File: src/rtl/cbp_pkg.sv
`timescale 1ns / 1ps
// package for the command byte parser: parser phase type, command characters,
// result record and the hex digit decode; used by the top level and the bench
package cbp_pkg;

	typedef enum logic [2:0] {
		PH_IDLE        = 3'd0,
		PH_AUTO        = 3'd1,
		PH_MODE        = 3'd2,
		PH_RUMBLE_FLAG = 3'd3,
		PH_RUMBLE_HI   = 3'd4,
		PH_RUMBLE_LO   = 3'd5
	} phase_t;

	// input item kinds
	localparam logic FUNC_BYTE = 1'b0;
	localparam logic FUNC_TICK = 1'b1;

	// characters; command letters are compared after forcing lower case
	localparam logic [7:0] CH_ZERO    = 8'h30;
	localparam logic [7:0] CH_ONE     = 8'h31;
	localparam logic [7:0] CH_TWO     = 8'h32;
	localparam logic [7:0] CH_NINE    = 8'h39;
	localparam logic [7:0] CH_NEWLINE = 8'h0A;
	localparam logic [7:0] CH_UP_A    = 8'h41;
	localparam logic [7:0] CH_UP_F    = 8'h46;
	localparam logic [7:0] CH_LO_A    = 8'h61;
	localparam logic [7:0] CH_LO_F    = 8'h66;
	localparam logic [7:0] CH_LO_M    = 8'h6D;
	localparam logic [7:0] CH_LO_P    = 8'h70;
	localparam logic [7:0] CH_LO_R    = 8'h72;
	localparam logic [7:0] CH_LO_V    = 8'h76;
	localparam logic [7:0] CASE_BIT   = 8'h20;

	typedef struct packed {
		logic       print_now;
		logic       reset_now;
		logic       auto_poll;
		logic       analog_mode;
		logic       pressure_mode;
		logic       rumble_small;
		logic [7:0] rumble_large;
		logic       parser_idle;
	} result_t;

	// ascii hex digit to nibble, anything else reads as zero
	function automatic logic [3:0] hex_value(input logic [7:0] c);
		logic [7:0] d;
		begin
			d = 8'd0;
			if (c inside {[CH_ZERO:CH_NINE]}) begin
				d = c - CH_ZERO;
			end else if (c inside {[CH_UP_A:CH_UP_F]}) begin
				d = c - CH_UP_A + 8'd10;
			end else if (c inside {[CH_LO_A:CH_LO_F]}) begin
				d = c - CH_LO_A + 8'd10;
			end
			hex_value = d[3:0];
		end
	endfunction

endpackage

File: src/rtl/cbp_in_if.sv
`timescale 1ns / 1ps
// input channel of the command byte parser: valid/ready plus one byte or tick
// depends on nothing
interface cbp_in_if;
	logic       valid;
	logic       ready;
	logic       func;
	logic [7:0] cmd_byte;

	modport source (output valid, output func, output cmd_byte, input ready);
	modport sink   (input valid, input func, input cmd_byte, output ready);
endinterface

File: src/rtl/cbp_out_if.sv
`timescale 1ns / 1ps
// output channel of the command byte parser: valid/ready plus one status record
// depends on nothing
interface cbp_out_if;
	logic       valid;
	logic       ready;
	logic       print_now;
	logic       reset_now;
	logic       auto_poll;
	logic       analog_mode;
	logic       pressure_mode;
	logic       rumble_small;
	logic [7:0] rumble_large;
	logic       parser_idle;

	modport source (output valid, output print_now, output reset_now, output auto_poll,
		output analog_mode, output pressure_mode, output rumble_small,
		output rumble_large, output parser_idle, input ready);
	modport sink   (input valid, input print_now, input reset_now, input auto_poll,
		input analog_mode, input pressure_mode, input rumble_small,
		input rumble_large, input parser_idle, output ready);
endinterface

File: src/rtl/command_byte_parser.sv
`timescale 1ns / 1ps
// command byte parser: input register, one pass of parser logic, result register
// depends on cbp_pkg, cbp_in_if and cbp_out_if
//
// an accepted item waits in the input register until its result enters the result register
// throughput: one item per cycle unless the output stalls; the input register
//   still takes one item while a result waits, after which a stalled output blocks input
// reset: arst_n clears the parser state and both valid flags at once (asynchronous);
//   modes come up analog on, pressure off, auto-poll off, rumble off
module command_byte_parser (
	input  logic             clk,
	input  logic             arst_n,
	cbp_in_if.sink           in_ch,
	cbp_out_if.source        out_ch
);

	// input register stage
	logic       valid_s1;
	logic       func_s1;
	logic [7:0] byte_s1;

	// result register
	logic             out_valid_q;
	cbp_pkg::result_t res_q;
	cbp_pkg::result_t res_d;

	// parser state
	cbp_pkg::phase_t phase_q, phase_d;
	logic       auto_q, auto_d;
	logic       analog_q, analog_d;
	logic       pressure_q, pressure_d;
	logic       stg_small_q, stg_small_d;
	logic [7:0] stg_large_q, stg_large_d;
	logic       mot_small_q, mot_small_d;
	logic [7:0] mot_large_q, mot_large_d;
	logic       print_pend_q, print_pend_d;
	logic       reset_pend_q, reset_pend_d;

	logic       advance;
	logic [7:0] lower_c;
	logic       pr, rs;

	// the held item moves into the result register when that slot is free or draining
	assign advance     = valid_s1 && (!out_valid_q || out_ch.ready);
	assign in_ch.ready = !valid_s1 || advance;

	// input register
	always_ff @(posedge clk or negedge arst_n) begin
		if (!arst_n) begin
			valid_s1 <= 1'b0;
		end else if (in_ch.ready) begin
			valid_s1 <= in_ch.valid;
		end
	end

	always_ff @(posedge clk) begin
		if (in_ch.valid && in_ch.ready) begin
			func_s1 <= in_ch.func;
			byte_s1 <= in_ch.cmd_byte;
		end
	end

	// letters match in either case
	assign lower_c = byte_s1 | cbp_pkg::CASE_BIT;

	// next state and result for the held item
	always_comb begin
		phase_d      = phase_q;
		auto_d       = auto_q;
		analog_d     = analog_q;
		pressure_d   = pressure_q;
		stg_small_d  = stg_small_q;
		stg_large_d  = stg_large_q;
		mot_small_d  = mot_small_q;
		mot_large_d  = mot_large_q;
		print_pend_d = print_pend_q;
		reset_pend_d = reset_pend_q;
		pr           = 1'b0;
		rs           = 1'b0;

		if (func_s1 == cbp_pkg::FUNC_TICK) begin
			// end of poll period: a pending reset wins over printing
			if (reset_pend_q) begin
				auto_d      = 1'b0;
				mot_small_d = 1'b0;
				mot_large_d = 8'd0;
				rs          = 1'b1;
			end else if (print_pend_q || auto_q) begin
				pr = 1'b1;
			end
			print_pend_d = 1'b0;
			reset_pend_d = 1'b0;
		end else begin
			case (phase_q)
				cbp_pkg::PH_IDLE: begin
					case (lower_c)
						cbp_pkg::CH_LO_A: begin
							phase_d = cbp_pkg::PH_AUTO;
							auto_d  = 1'b0;
						end
						cbp_pkg::CH_LO_M: phase_d = cbp_pkg::PH_MODE;
						cbp_pkg::CH_LO_P: print_pend_d = 1'b1;
						cbp_pkg::CH_LO_R: reset_pend_d = 1'b1;
						cbp_pkg::CH_LO_V: begin
							phase_d     = cbp_pkg::PH_RUMBLE_FLAG;
							stg_small_d = 1'b0;
							stg_large_d = 8'd0;
						end
						default: ;  // unknown bytes are dropped
					endcase
				end
				cbp_pkg::PH_AUTO: begin
					auto_d  = (byte_s1 == cbp_pkg::CH_ONE);
					phase_d = cbp_pkg::PH_IDLE;
				end
				cbp_pkg::PH_MODE: begin
					// any mode byte restarts the link; unknown codes fall back to digital
					reset_pend_d = 1'b1;
					analog_d     = (byte_s1 == cbp_pkg::CH_ONE) || (byte_s1 == cbp_pkg::CH_TWO);
					pressure_d   = (byte_s1 == cbp_pkg::CH_TWO);
					phase_d      = cbp_pkg::PH_IDLE;
				end
				cbp_pkg::PH_RUMBLE_FLAG: begin
					if (byte_s1 == cbp_pkg::CH_NEWLINE) begin
						phase_d = cbp_pkg::PH_IDLE;
					end else begin
						stg_small_d = (byte_s1 == cbp_pkg::CH_ONE);
						phase_d     = cbp_pkg::PH_RUMBLE_HI;
					end
				end
				cbp_pkg::PH_RUMBLE_HI: begin
					if (byte_s1 == cbp_pkg::CH_NEWLINE) begin
						phase_d = cbp_pkg::PH_IDLE;
					end else begin
						stg_large_d = stg_large_q | {cbp_pkg::hex_value(byte_s1), 4'd0};
						phase_d     = cbp_pkg::PH_RUMBLE_LO;
					end
				end
				cbp_pkg::PH_RUMBLE_LO: begin
					// last digit commits both motor values unless aborted by newline
					if (byte_s1 != cbp_pkg::CH_NEWLINE) begin
						stg_large_d = stg_large_q | {4'd0, cbp_pkg::hex_value(byte_s1)};
						mot_small_d = stg_small_q;
						mot_large_d = stg_large_q | {4'd0, cbp_pkg::hex_value(byte_s1)};
					end
					phase_d = cbp_pkg::PH_IDLE;
				end
				default: phase_d = cbp_pkg::PH_IDLE;  // unused codes only go back to idle
			endcase
		end

		res_d.print_now     = pr;
		res_d.reset_now     = rs;
		res_d.auto_poll     = auto_d;
		res_d.analog_mode   = analog_d;
		res_d.pressure_mode = pressure_d;
		res_d.rumble_small  = mot_small_d;
		res_d.rumble_large  = mot_large_d;
		res_d.parser_idle   = (phase_d == cbp_pkg::PH_IDLE);
	end

	// parser state register, updated once per item as it leaves the input register
	always_ff @(posedge clk or negedge arst_n) begin
		if (!arst_n) begin
			phase_q      <= cbp_pkg::PH_IDLE;
			auto_q       <= 1'b0;
			analog_q     <= 1'b1;
			pressure_q   <= 1'b0;
			stg_small_q  <= 1'b0;
			stg_large_q  <= 8'd0;
			mot_small_q  <= 1'b0;
			mot_large_q  <= 8'd0;
			print_pend_q <= 1'b0;
			reset_pend_q <= 1'b0;
		end else if (advance) begin
			phase_q      <= phase_d;
			auto_q       <= auto_d;
			analog_q     <= analog_d;
			pressure_q   <= pressure_d;
			stg_small_q  <= stg_small_d;
			stg_large_q  <= stg_large_d;
			mot_small_q  <= mot_small_d;
			mot_large_q  <= mot_large_d;
			print_pend_q <= print_pend_d;
			reset_pend_q <= reset_pend_d;
		end
	end

	// result register
	always_ff @(posedge clk or negedge arst_n) begin
		if (!arst_n) begin
			out_valid_q <= 1'b0;
		end else if (advance) begin
			out_valid_q <= 1'b1;
		end else if (out_ch.ready) begin
			out_valid_q <= 1'b0;
		end
	end

	always_ff @(posedge clk) begin
		if (advance) begin
			res_q <= res_d;
		end
	end

	assign out_ch.valid         = out_valid_q;
	assign out_ch.print_now     = res_q.print_now;
	assign out_ch.reset_now     = res_q.reset_now;
	assign out_ch.auto_poll     = res_q.auto_poll;
	assign out_ch.analog_mode   = res_q.analog_mode;
	assign out_ch.pressure_mode = res_q.pressure_mode;
	assign out_ch.rumble_small  = res_q.rumble_small;
	assign out_ch.rumble_large  = res_q.rumble_large;
	assign out_ch.parser_idle   = res_q.parser_idle;

	// print and reset pulses are exclusive
	a_pulse_excl: assert property (@(posedge clk) disable iff (!arst_n)
		out_valid_q |-> !(res_q.print_now && res_q.reset_now))
		else $error("print and reset pulsed together");

	// a reset pulse reports cleared auto-poll and rumble
	a_reset_clears: assert property (@(posedge clk) disable iff (!arst_n)
		(out_valid_q && res_q.reset_now) |->
		(!res_q.auto_poll && !res_q.rumble_small && (res_q.rumble_large == 8'd0)))
		else $error("reset pulse with live auto-poll or rumble");

	// a command byte never produces a pulse
	a_byte_no_pulse: assert property (@(posedge clk) disable iff (!arst_n)
		(advance && (func_s1 == cbp_pkg::FUNC_BYTE)) |=>
		(!res_q.print_now && !res_q.reset_now))
		else $error("pulse on a command byte");

	// reported idle flag follows the phase register
	a_idle_tracks: assert property (@(posedge clk) disable iff (!arst_n)
		advance |=> (res_q.parser_idle == (phase_q == cbp_pkg::PH_IDLE)))
		else $error("parser_idle out of step with phase");

endmodule

File: src/flat_wrapper.sv
// flat-port wrapper written by rule: the top's interface ports become plain ports
module command_byte_parser_flat 
  (clk, arst_n, in_ch_valid, in_ch_func, in_ch_cmd_byte, in_ch_ready, out_ch_valid, out_ch_print_now, out_ch_reset_now, out_ch_auto_poll, out_ch_analog_mode, out_ch_pressure_mode, out_ch_rumble_small, out_ch_rumble_large, out_ch_parser_idle, out_ch_ready);
  cbp_in_if in_ch_i ();
  cbp_out_if out_ch_i ();
  input  logic clk;
  input  logic arst_n;
  input wire logic [$bits(in_ch_i.valid)-1:0] in_ch_valid;
  input wire logic [$bits(in_ch_i.func)-1:0] in_ch_func;
  input wire logic [$bits(in_ch_i.cmd_byte)-1:0] in_ch_cmd_byte;
  output wire logic [$bits(in_ch_i.ready)-1:0] in_ch_ready;
  output wire logic [$bits(out_ch_i.valid)-1:0] out_ch_valid;
  output wire logic [$bits(out_ch_i.print_now)-1:0] out_ch_print_now;
  output wire logic [$bits(out_ch_i.reset_now)-1:0] out_ch_reset_now;
  output wire logic [$bits(out_ch_i.auto_poll)-1:0] out_ch_auto_poll;
  output wire logic [$bits(out_ch_i.analog_mode)-1:0] out_ch_analog_mode;
  output wire logic [$bits(out_ch_i.pressure_mode)-1:0] out_ch_pressure_mode;
  output wire logic [$bits(out_ch_i.rumble_small)-1:0] out_ch_rumble_small;
  output wire logic [$bits(out_ch_i.rumble_large)-1:0] out_ch_rumble_large;
  output wire logic [$bits(out_ch_i.parser_idle)-1:0] out_ch_parser_idle;
  input wire logic [$bits(out_ch_i.ready)-1:0] out_ch_ready;
  assign in_ch_i.valid = in_ch_valid;
  assign in_ch_i.func = in_ch_func;
  assign in_ch_i.cmd_byte = in_ch_cmd_byte;
  assign in_ch_ready = in_ch_i.ready;
  assign out_ch_valid = out_ch_i.valid;
  assign out_ch_print_now = out_ch_i.print_now;
  assign out_ch_reset_now = out_ch_i.reset_now;
  assign out_ch_auto_poll = out_ch_i.auto_poll;
  assign out_ch_analog_mode = out_ch_i.analog_mode;
  assign out_ch_pressure_mode = out_ch_i.pressure_mode;
  assign out_ch_rumble_small = out_ch_i.rumble_small;
  assign out_ch_rumble_large = out_ch_i.rumble_large;
  assign out_ch_parser_idle = out_ch_i.parser_idle;
  assign out_ch_i.ready = out_ch_ready;
  command_byte_parser u_core (.clk(clk), .arst_n(arst_n), .in_ch(in_ch_i), .out_ch(out_ch_i));
endmodule
File: config.mk
export PLATFORM = sky130hd
export DESIGN_NAME = command_byte_parser_flat
export DESIGN_NICKNAME = d
export VERILOG_FILES = /design/src/rtl/cbp_pkg.sv /design/src/rtl/cbp_in_if.sv /design/src/rtl/cbp_out_if.sv /design/src/rtl/command_byte_parser.sv /design/src/flat_wrapper.sv
export SDC_FILE = /design/constraint.sdc
export NUM_CORES = 1
export LEC_CHECK = 0
export BUFFER_PORTS_ARGS = -buffer_cell sky130_fd_sc_hd__buf_2
export CAP_MARGIN = 25
export CORE_AREA = 2 2 51 101
export DETAILED_ROUTE_END_ITERATION = 12
export DIE_AREA = 0 0 53 103
export PLACE_DENSITY = 0.75
export SYNTH_ARGS = -nofsm -noshare
export SYNTH_HDL_FRONTEND = slang
export SYNTH_SLANG_ARGS = --single-unit
File: constraint.sdc
create_clock -name clk -period 2.72 [get_ports clk]
set_input_delay 0.408 -clock clk [delete_from_list [all_inputs] [get_ports clk]]
set_output_delay 0.408 -clock clk [all_outputs]
set_load 0.01 [all_outputs]
## Word level (Yosys, flattened, before mapping)

Cells that the tools add are included.

| operators by class | value |
|---|---|
| equality and inequality tests | 19 |
| $add $sub $neg | 5 |
| $lt $le $gt $ge | 6 |
| reductions and logical operators | 24 |
| mux-type cells | 47 |
| bitwise logic cells | 3 |

Operators with widths:

| cell | number |
|---|---|
| 2-to-1 mux 8 bit | 7 |
| 2-to-1 mux 4 bit | 9 |
| == test 7 x 6 -> 1 bit, second input constant | 5 |
| case mux 8 bit (3 select lines) | 1 |
| 2-to-1 mux 1 bit | 22 |
| case mux 3 bit (3 select lines) | 2 |
| == test 8 x 6 -> 1 bit, second input constant | 2 |
| greater-or-equal comparator 8 x 7 -> 1 bit, second input constant | 2 |
| less-or-equal comparator 8 x 7 -> 1 bit, second input constant | 2 |
| subtractor 4 x 1 -> 4 bit, second input constant | 3 |
| 2-to-1 mux 3 bit | 3 |
| adder 4 bit, second input constant | 2 |
| == test 8 x 4 -> 1 bit, second input constant | 1 |
| greater-or-equal comparator 8 x 6 -> 1 bit, second input constant | 1 |
| less-or-equal comparator 8 x 6 -> 1 bit, second input constant | 1 |
| != test 8 x 4 -> 1 bit, second input constant | 1 |
| OR 8 x 4 -> 8 bit | 1 |
| OR 8 bit | 1 |
| nonzero test 2 bit | 4 |
| == test 3 x 2 -> 1 bit, second input constant | 2 |
| == test 3 bit, second input constant | 2 |
| zero test 3 bit | 2 |
| != test 2 bit, second input constant | 3 |
| case mux 1 bit (2 select lines) | 3 |
| other kinds (12) | 22 |

| word-level totals | value |
|---|---|
| output and inout port bits | 17 |
| input port bits | 13 |
| flip-flop bits (word level) | 52 |

## Longest topological paths before layout

Gate-level depths: netlist (run 1).

| logic depth | value |
|---|---|
| word-level depth | 12 |
| gate-level depth with buffers | 7 |
| gate-level depth less buffers | 7 |

## Worst setup path before layout (run 1)

Ideal clock, no wire load.

| timing | value |
|---|---|
| path type | reg2reg |
| from | reg u_core.byte_s1[1] |
| to | reg u_core.res_q (netlist bit u_core.out_ch.rumble_large[0]) (data pin) |
| library setup time | 0.165 ns |
| path slack | 0.838 ns |
| data arrival time | 1.718 ns |
| period minus slack after synthesis | 1.882 ns |
| stages on the path, launching flop included | 8 |
| cell sequence | edfxtp_1 inv_1 ha_1 nor2_1 a2111oi_4 mux2i_1 nor3b_1 o31ai_2 |

| on the way | value |
|---|---|
| word-level cells in the longest chain between the ends | 12 |
| elaborated cells between the ends (all ways) | 20 |
| classes of those cells | 6 x order compare; 1 x eq/ne; 9 x mux; 1 x bitwise; 3 x reduce/logical |

RTL lines:

| item | line | RTL |
|---|---|---|
| from (decl) | command_byte_parser.sv:20 | `logic [7:0] byte_s1;` |
| from (signal assigned) | command_byte_parser.sv:59 | `byte_s1 <= in_ch.cmd_byte;` |
| greater-or-equal comparator 8 x 7 -> 1 bit or less-or-equal comparator 8 x 7 -> 1 bit (tied branches) | cbp_pkg.sv:55 | `end else if (c inside {[CH_LO_A:CH_LO_F]}) begin` |
| logical AND 1 bit | cbp_pkg.sv:55 |  |
| 2-to-1 mux 4 bit | cbp_pkg.sv:55 |  |
| 2-to-1 mux 4 bit (2 in series) | - |  |
| 2-to-1 mux 4 bit | command_byte_parser.sv:141 | `if (byte_s1 != cbp_pkg::CH_NEWLINE) begin` |
| 2-to-1 mux 4 bit | command_byte_parser.sv:94 | `case (phase_q)` |
| 2-to-1 mux 4 bit | command_byte_parser.sv:81 | `if (func_s1 == cbp_pkg::FUNC_TICK) begin` |
| OR 8 x 4 -> 8 bit | command_byte_parser.sv:144 | `mot_large_d = stg_large_q \| {4'd0, cbp_pkg::hex_value(byte_s1)};` |
| 2-to-1 mux 8 bit (*) | command_byte_parser.sv:141 |  |
| 2-to-1 mux 8 bit (*) | command_byte_parser.sv:94 |  |
| 2-to-1 mux 8 bit (*) | command_byte_parser.sv:81 |  |
| via u_core.mot_large_d[0] | command_byte_parser.sv:35 | `logic [7:0] mot_large_q, mot_large_d;` |
| to (signal assigned) | command_byte_parser.sv:202 | `res_q <= res_d;` |
| to (decl) | command_byte_parser.sv:24 | `cbp_pkg::result_t res_q;` |

Mark *: on every way through the listed nets, which the timed path passes. The rest lies on a longest branch. The select of a mux whose other input is x is not followed.
A chain may end at the register's enable or synchronous reset.

## Worst setup path in the final report (run 1)

| timing | value |
|---|---|
| from | reg u_core.byte_s1[1] |
| to | reg u_core.res_q (netlist bit u_core.out_ch.rumble_large[1]) (data pin) |

| on the way | value |
|---|---|
| word-level cells in the longest chain between the ends | 12 |
| elaborated cells between the ends (all ways) | 25 |
| classes of those cells | 5 x add/sub; 6 x order compare; 1 x eq/ne; 9 x mux; 1 x bitwise; 3 x reduce/logical |

RTL lines:

| item | line |
|---|---|
| subtractor 4 x 1 -> 4 bit, or another cell as far along | cbp_pkg.sv:54, cbp_pkg.sv:56 |
| adder 4 bit or logical AND 1 bit (tied branches) | cbp_pkg.sv:54, cbp_pkg.sv:56, cbp_pkg.sv:55 |
| 2-to-1 mux 4 bit | cbp_pkg.sv:55 |
| 2-to-1 mux 4 bit (2 in series) | - |
| 2-to-1 mux 4 bit | command_byte_parser.sv:141 |
| 2-to-1 mux 4 bit | command_byte_parser.sv:94 |
| 2-to-1 mux 4 bit | command_byte_parser.sv:81 |
| OR 8 x 4 -> 8 bit | command_byte_parser.sv:144 |
| 2-to-1 mux 8 bit (*) | command_byte_parser.sv:141 |
| 2-to-1 mux 8 bit (*) | command_byte_parser.sv:94 |
| 2-to-1 mux 8 bit (*) | command_byte_parser.sv:81 |
| via u_core.mot_large_d[1] | command_byte_parser.sv:35 |

Marked as above.

==> run summary, run 1 <==
most frequent cells in the layout - 29 x buf_2, 27 x dfrtp_1, 24 x edfxtp_1, 23 x nand2_1, 18 x nor2_1
DRC Markers - 0
post-synthesis adder-cell area fraction - 1.89%
Slew @ Worst Pin - 660 ps
Die Y - 103 um
CORE AREA - 4730 sq um
clock buffer depth - 2
fin crit share - 78.6%
critical path required time - 2860 ps
clock slew at reported path FFs - 110 ps
hold slack - 114 ps
DP HPWL - 4050 um
first-pass GRT wire length - 9180 um
Post-Synth Simple-Gate Area - 16.4%
initial antenna violation count - 0
# rows - 36
Synth Area in Compound Gates - 19.3%
final WL - 5660 um
Critical-path top delay cell - edfxtp_1
Setup CP Type - reg -> reg
FF-to-FF path depth - 7
Final Hold Viols - 0
max-slew violations - 0
1st-iter DRT viols - 69
via count - 1991
WL/cell - 17.6 um
outcome - complete, no violations
crit path capture type - register
H-tree depth - 2
static leakage - 1.27 nW
total gr overflow - 0
Die Width - 53 um
post-synthesis sequential area ratio - 53.9%
critical path arrival - 2280 ps
syn_nets - 249
max_cap viols - 0
Setup crit start - u_core.byte_s1[1]$_DFFE_PP_
Initial Util - 55.8%
Overall Power - 0.00173 W
top_reg_cell synth - dfrtp_1
main combinational cell family by area after synthesis - compound AO/OA/AOI/OAI gates
CTS tree - done
Hold Path Class - in -> async
Async SR Flop Fraction - 53.8%
Routed Antenna Nets - 0
largest area contributor in the netlist - edfxtp_1
Clock Sinks - 52
gpl congestion - 0.887
Layout area overhead - 11.3%
final setup vio count - 0
max_slew headroom - 56.0%
reg2reg start - u_core.byte_s1[1]$_DFFE_PP_
mux share of post-synthesis cell area - 4.41%
Highest Clock Rate - 468 MHz
port buffer count - 29
worst-path fanout max - 6
DRT Pass-1 Iters - 4
layout cells sized above 1 - 23.0%
post-DR vias/cell - 6.18
syn_area_per_cell - 11.4 sq um
All-Layer GR Usage - 23.4%
# resized after CTS - 0
CP startpoint kind - register
commonest non-fill, non-tap cell in the layout - buf_2
final-stage net count - 281
Crit path top cell by count - nor2_1
CTS buffer count - 5
clock skew - 16.2 ps
Post-synth EDFFs - 24
peak supply drop - 0.574 mV
Mapped Area - 2640 sq um
root buf cell - clkbuf_8
Crit path largest cell delay - 480 ps
Synth top area share - 27.3%
power per cell area - 588 nW/um^2
XOR/XNOR Fraction of Synth Area - 0%
Syn Inst Count - 232
setup bufs post-CTS - 0
vias in the first global route - 1907
largest net degree at the start of global routing - 29
IO Pins - 30
antenna cell count - 0
top post-synthesis cells by area - edfxtp_1 27%, dfrtp_1 26%, a22o_1 3.3%
worst-skew pair later-pin latency - 320 ps
reg-to-reg slack, setup - 580 ps
synthesis warning total - 0
setup_tns - 0 ps
RSZ-0062 raised after global routing - false
#FFs+latches synth - 52
Synth cell types - 56
hold buffers post-CTS - 0
die area - 5460 sq um
critical path, cell by cell - inv_1 > ha_1 > nor2_1 > a2111oi_4 > a32o_1 > nor2_1 > o31ai_1
worst flop-to-flop path endpoint - u_core.out_ch.rumble_large[1]$_DFFE_PP_
Tmin final - 2140 ps
==> report_power, final <==
part           switching (W)  internal (W)
clock               0.000268      0.000277
combinational       0.000165      0.000102
sequential         0.0000416      0.000875
==> flip-flops by register name, summed over array words and instances, names as in the netlist, 3 cells and up <==
signal,flops
u_core.stg_large_q,8
u_core.mot_large_q,8
u_core.out_ch.rumble_large,8
u_core.byte_s1,8
u_core.phase_q,3
==> metrics by stage <==
step	instance area [sq um]	worst slack, ps	std cells	util [%]
finish	2940	581	322	62.2
global route	2940	441	322	62.2
CTS	2940	625	322	62.2
detailed placement	2830	632	314	59.7
global placement	2830	702	314	59.7
floorplan	2640	838	232	-
==> cells in the mapped netlist (3+ instances only) <==
master / n
inv_1: 8
mux2i_1: 6
buf_6: 5
a21oi_1: 8
dfrtp_1: 27
a22oi_1: 5
o21ai_1: 6
nand2_1: 23
mux2_2: 5
nand2b_1: 5
ha_1: 4
o31ai_1: 6
o2bb2ai_1: 3
clkbuf_1: 3
nand3_1: 5
a22o_1: 10
and3_1: 3
nor3_1: 6
nand3b_1: 3
edfxtp_1: 24
o21ai_0: 7
nor2_1: 18
==> routing by layer <==
layer	GRT usage (%)	wire, um	vias to the layer above
li1	-	-	934
met1	28.8	2360	968
met2	39.1	2900	77
met3	3.91	250	12
met4	11.0	159	0
met5	0	0	-
==> kinds of logic (layout without fill, tap and decap cells) <==
kind of cell / after synthesis / count (layout)
muxes: 11 / 11
buffers and inverters: 18 / 51
and+or+nand+nor: 80 / 80
adders and majority gates: 4 / 4
DFF: 52 / 52
AOI/OAI and AO/OA: 67 / 67
==> worst max-delay path by stage <==
stage | slack, ps | end
CTS | 620 | u_core.out_ch.rumble_large[2]$_DFFE_PP_
global placement | 700 | u_core.out_ch.rumble_large[2]$_DFFE_PP_
finish | 580 | u_core.out_ch.rumble_large[1]$_DFFE_PP_
global route | 440 | u_core.out_ch.rumble_large[2]$_DFFE_PP_
detailed placement | 630 | u_core.out_ch.rumble_large[0]$_DFFE_PP_
floorplan | 840 | u_core.out_ch.rumble_large[0]$_DFFE_PP_
==> final cells by class <==
cell class              instances  area [sq um]
well taps                      57          71.3
flip-flops and latches         52          1420
inverters                       8          30.0
clock inverters                 3          46.3
fillers                       385          1790
multi-input cells             162          1110
clock buffers                   5          68.8
repair buffers                 35           190
==> worst max-delay path: cells and delay by family (launching register included) <==
kind,cells,cell delay (ps)
AOI/OAI and AO/OA,3,960
buffers and inverters,1,120
DFF,1,480
and+or+nand+nor,2,180
adders and majority gates,1,250
Note: power is estimated with default switching activity, not from simulation.
==> run 2: changes to the inputs <==
- CORE_AREA: 2 2 51 101 -> 2 2 54 106
- DIE_AREA: 0 0 53 103 -> 0 0 56 108
- PLACE_DENSITY: 0.75 -> 0.71
- clock period: 2.72 -> 1.8 ns (I/O delays scaled with it)
==> run 2 against run 1 <==
The flow now finishes with violations (negative setup slack). First-iteration DRC count down 25%. Final area increased by 18%. Sequential share of layout area down 7.5 points. Worst setup slack lost 660 ps. Clock skew shrank 3.9 ps. Sequential power increased by 50%. Register-to-register slack worse by 660 ps. Via count rose by 8.6%. Largest cell class unchanged.
==> run summary, run 2 (synthesis results as in run 1) <==
Die Y - 108 um
max_cap viols - 0
max_slew headroom - 56.7%
CP startpoint kind - register
die area - 6050 sq um
Clock Sinks - 52
setup_tns - -421 ps
Layout area overhead - 31.8%
DRC Markers - 0
post-layout util - 67.1%
port buffer count - 29
final setup vio count - 12
layout cells sized above 1 - 44.5%
root buf cell - clkbuf_8
Routed Antenna Nets - 0
CORE AREA - 5180 sq um
DRT Pass-1 Iters - 5
Slew @ Worst Pin - 650 ps
DP Worst Slack - -133 ps
WL/cell - 17.6 um
peak supply drop - 0.640 mV
max-slew violations - 0
Setup CP Type - reg -> reg
fin crit share - 104%
All-Layer GR Usage - 21.5%
commonest non-fill, non-tap cell in the layout - buf_4
via count - 2163
critical path buffer and inverter count - 2
WHS Endpoint - u_core.func_s1$_DFFE_PP_
crit path capture type - register
Highest Clock Rate - 534 MHz
RSZ-0062 raised after global routing - true
vias in the first global route - 2081
hold path cells - 1
1st-iter DRT viols - 52
FF-to-FF path depth - 8
most frequent cells in the layout - 44 x buf_4, 29 x buf_2, 27 x dfrtp_1, 24 x edfxtp_1, 23 x nand2_1
hold slack - 125 ps
reg-to-reg slack, setup - -70 ps
placed cell count - 351
reg2reg start - u_core.byte_s1[1]$_DFFE_PP_
final WL - 6470 um
Die Width - 56 um
initial antenna violation count - 0
# rows - 37
largest net degree at the start of global routing - 29
worst flop-to-flop path endpoint - u_core.out_ch.parser_idle$_DFFE_PP_
H-tree depth - 2
worst-path fanout max - 4
antenna cell count - 0
failing checks - negative setup slack
Hold Startpoint - in_ch_func
Hold Path Class - in -> reg
outcome - finished, violations left
first-pass GRT wire length - 9790 um
Critical-path top delay cell - edfxtp_1
clock slew at reported path FFs - 90 ps
Initial Util - 50.9%
DP HPWL - 4680 um
final setup margin - -74.3 ps
Final Hold Viols - 0
Crit path largest cell delay - 400 ps
family with the most delay on the worst path - compound AO/OA/AOI/OAI gates
power per cell area - 758 nW/um^2
critical path required time - 1870 ps
gpl congestion - 0.922
critical path arrival - 1950 ps
worst-skew pair later-pin latency - 320 ps
clock buffer depth - 2
Post-Layout Cell Count - 368
clock skew - 12.4 ps
post-DR vias/cell - 5.88
CTS buffer count - 5
static leakage - 1.53 nW
Tmin final - 1870 ps
IO Pins - 30
critical path, cell by cell - inv_2 > ha_4 > and4bb_2 > buf_6 > a31oi_1 > a211o_1 > o21ai_2 > a21oi_2
CTS tree - done
final-stage net count - 326
total gr overflow - 0
run 2: worst max path at each step:
stage	slack, ps	startpoint	endpoint	cells past startpoint
floorplan	-8	u_core.byte_s1[1]$_DFFE_PP_	u_core.out_ch.rumble_large[0]$_DFFE_PP_	7
global placement	-60	u_core.byte_s1[1]$_DFFE_PP_	u_core.out_ch.rumble_large[0]$_DFFE_PP_	7
detailed placement	-130	u_core.byte_s1[1]$_DFFE_PP_	u_core.out_ch.rumble_large[0]$_DFFE_PP_	7
CTS	-50	u_core.byte_s1[1]$_DFFE_PP_	u_core.out_ch.rumble_large[0]$_DFFE_PP_	7
global route	-160	u_core.byte_s1[0]$_DFFE_PP_	u_core.out_ch.rumble_large[3]$_DFFE_PP_	7
finish	-70	u_core.byte_s1[1]$_DFFE_PP_	u_core.out_ch.parser_idle$_DFFE_PP_	8
run 2: area by class of cell:
| type | count | area [sq um] |
|---|---|---|
| Fill cell | 400 | 1700 |
| Sequential cell | 52 | 1420 |
| Clock inverter | 2 | 16.3 |
| Timing Repair Buffer | 80 | 576 |
| Multi-Input combinational cell | 162 | 1290 |
| Tap cell | 58 | 72.6 |
| Inverter | 8 | 33.8 |
| Clock buffer | 6 | 72.6 |
run 2: timing repair:
action / CTS / global route
endpoints found under the hold margin: 27 / 0
pin swaps: 3 / 23
hold buffers: 1 / 0
resized for setup: 7 / 35
buffers inserted: 1 / 7
gates cloned: 0 / 1
endpoints found under the setup margin: 13 / 29
run 2: report_power, final:
part | switching (W) | total, W | leakage, nW | internal [W]
combinational | 0.000321 | 0.000580 | 0.874 | 0.000259
clock | 0.000398 | 0.000676 | 0.0414 | 0.000277
sequential | 0.0000595 | 0.00138 | 0.614 | 0.00132
total | 0.000779 | 0.00264 | 1.53 | 0.00186
run 2: through the flow:
stage | power [W] | cell area [sq um]
detailed placement | 0.00191 | 3120
global route | 0.00274 | 3480
finish | 0.00264 | 3480
global placement | 0.00190 | 3120
floorplan | 0.00168 | 2650
CTS | 0.00258 | 3250
run 2: per-layer routing:
| metal | vias to the layer above | global-route usage, % | routed length [um] | part of all wire, % |
|---|---|---|---|---|
| met3 | 26 | 3.35 | 176 | 2.7 |
| li1 | 1022 | - | - | - |
| met4 | 0 | 15.5 | 342 | 5.3 |
| met2 | 65 | 40.1 | 3740 | 58 |
| met5 | - | 0 | 0 | 0 |
| met1 | 1050 | 20.6 | 2210 | 34 |
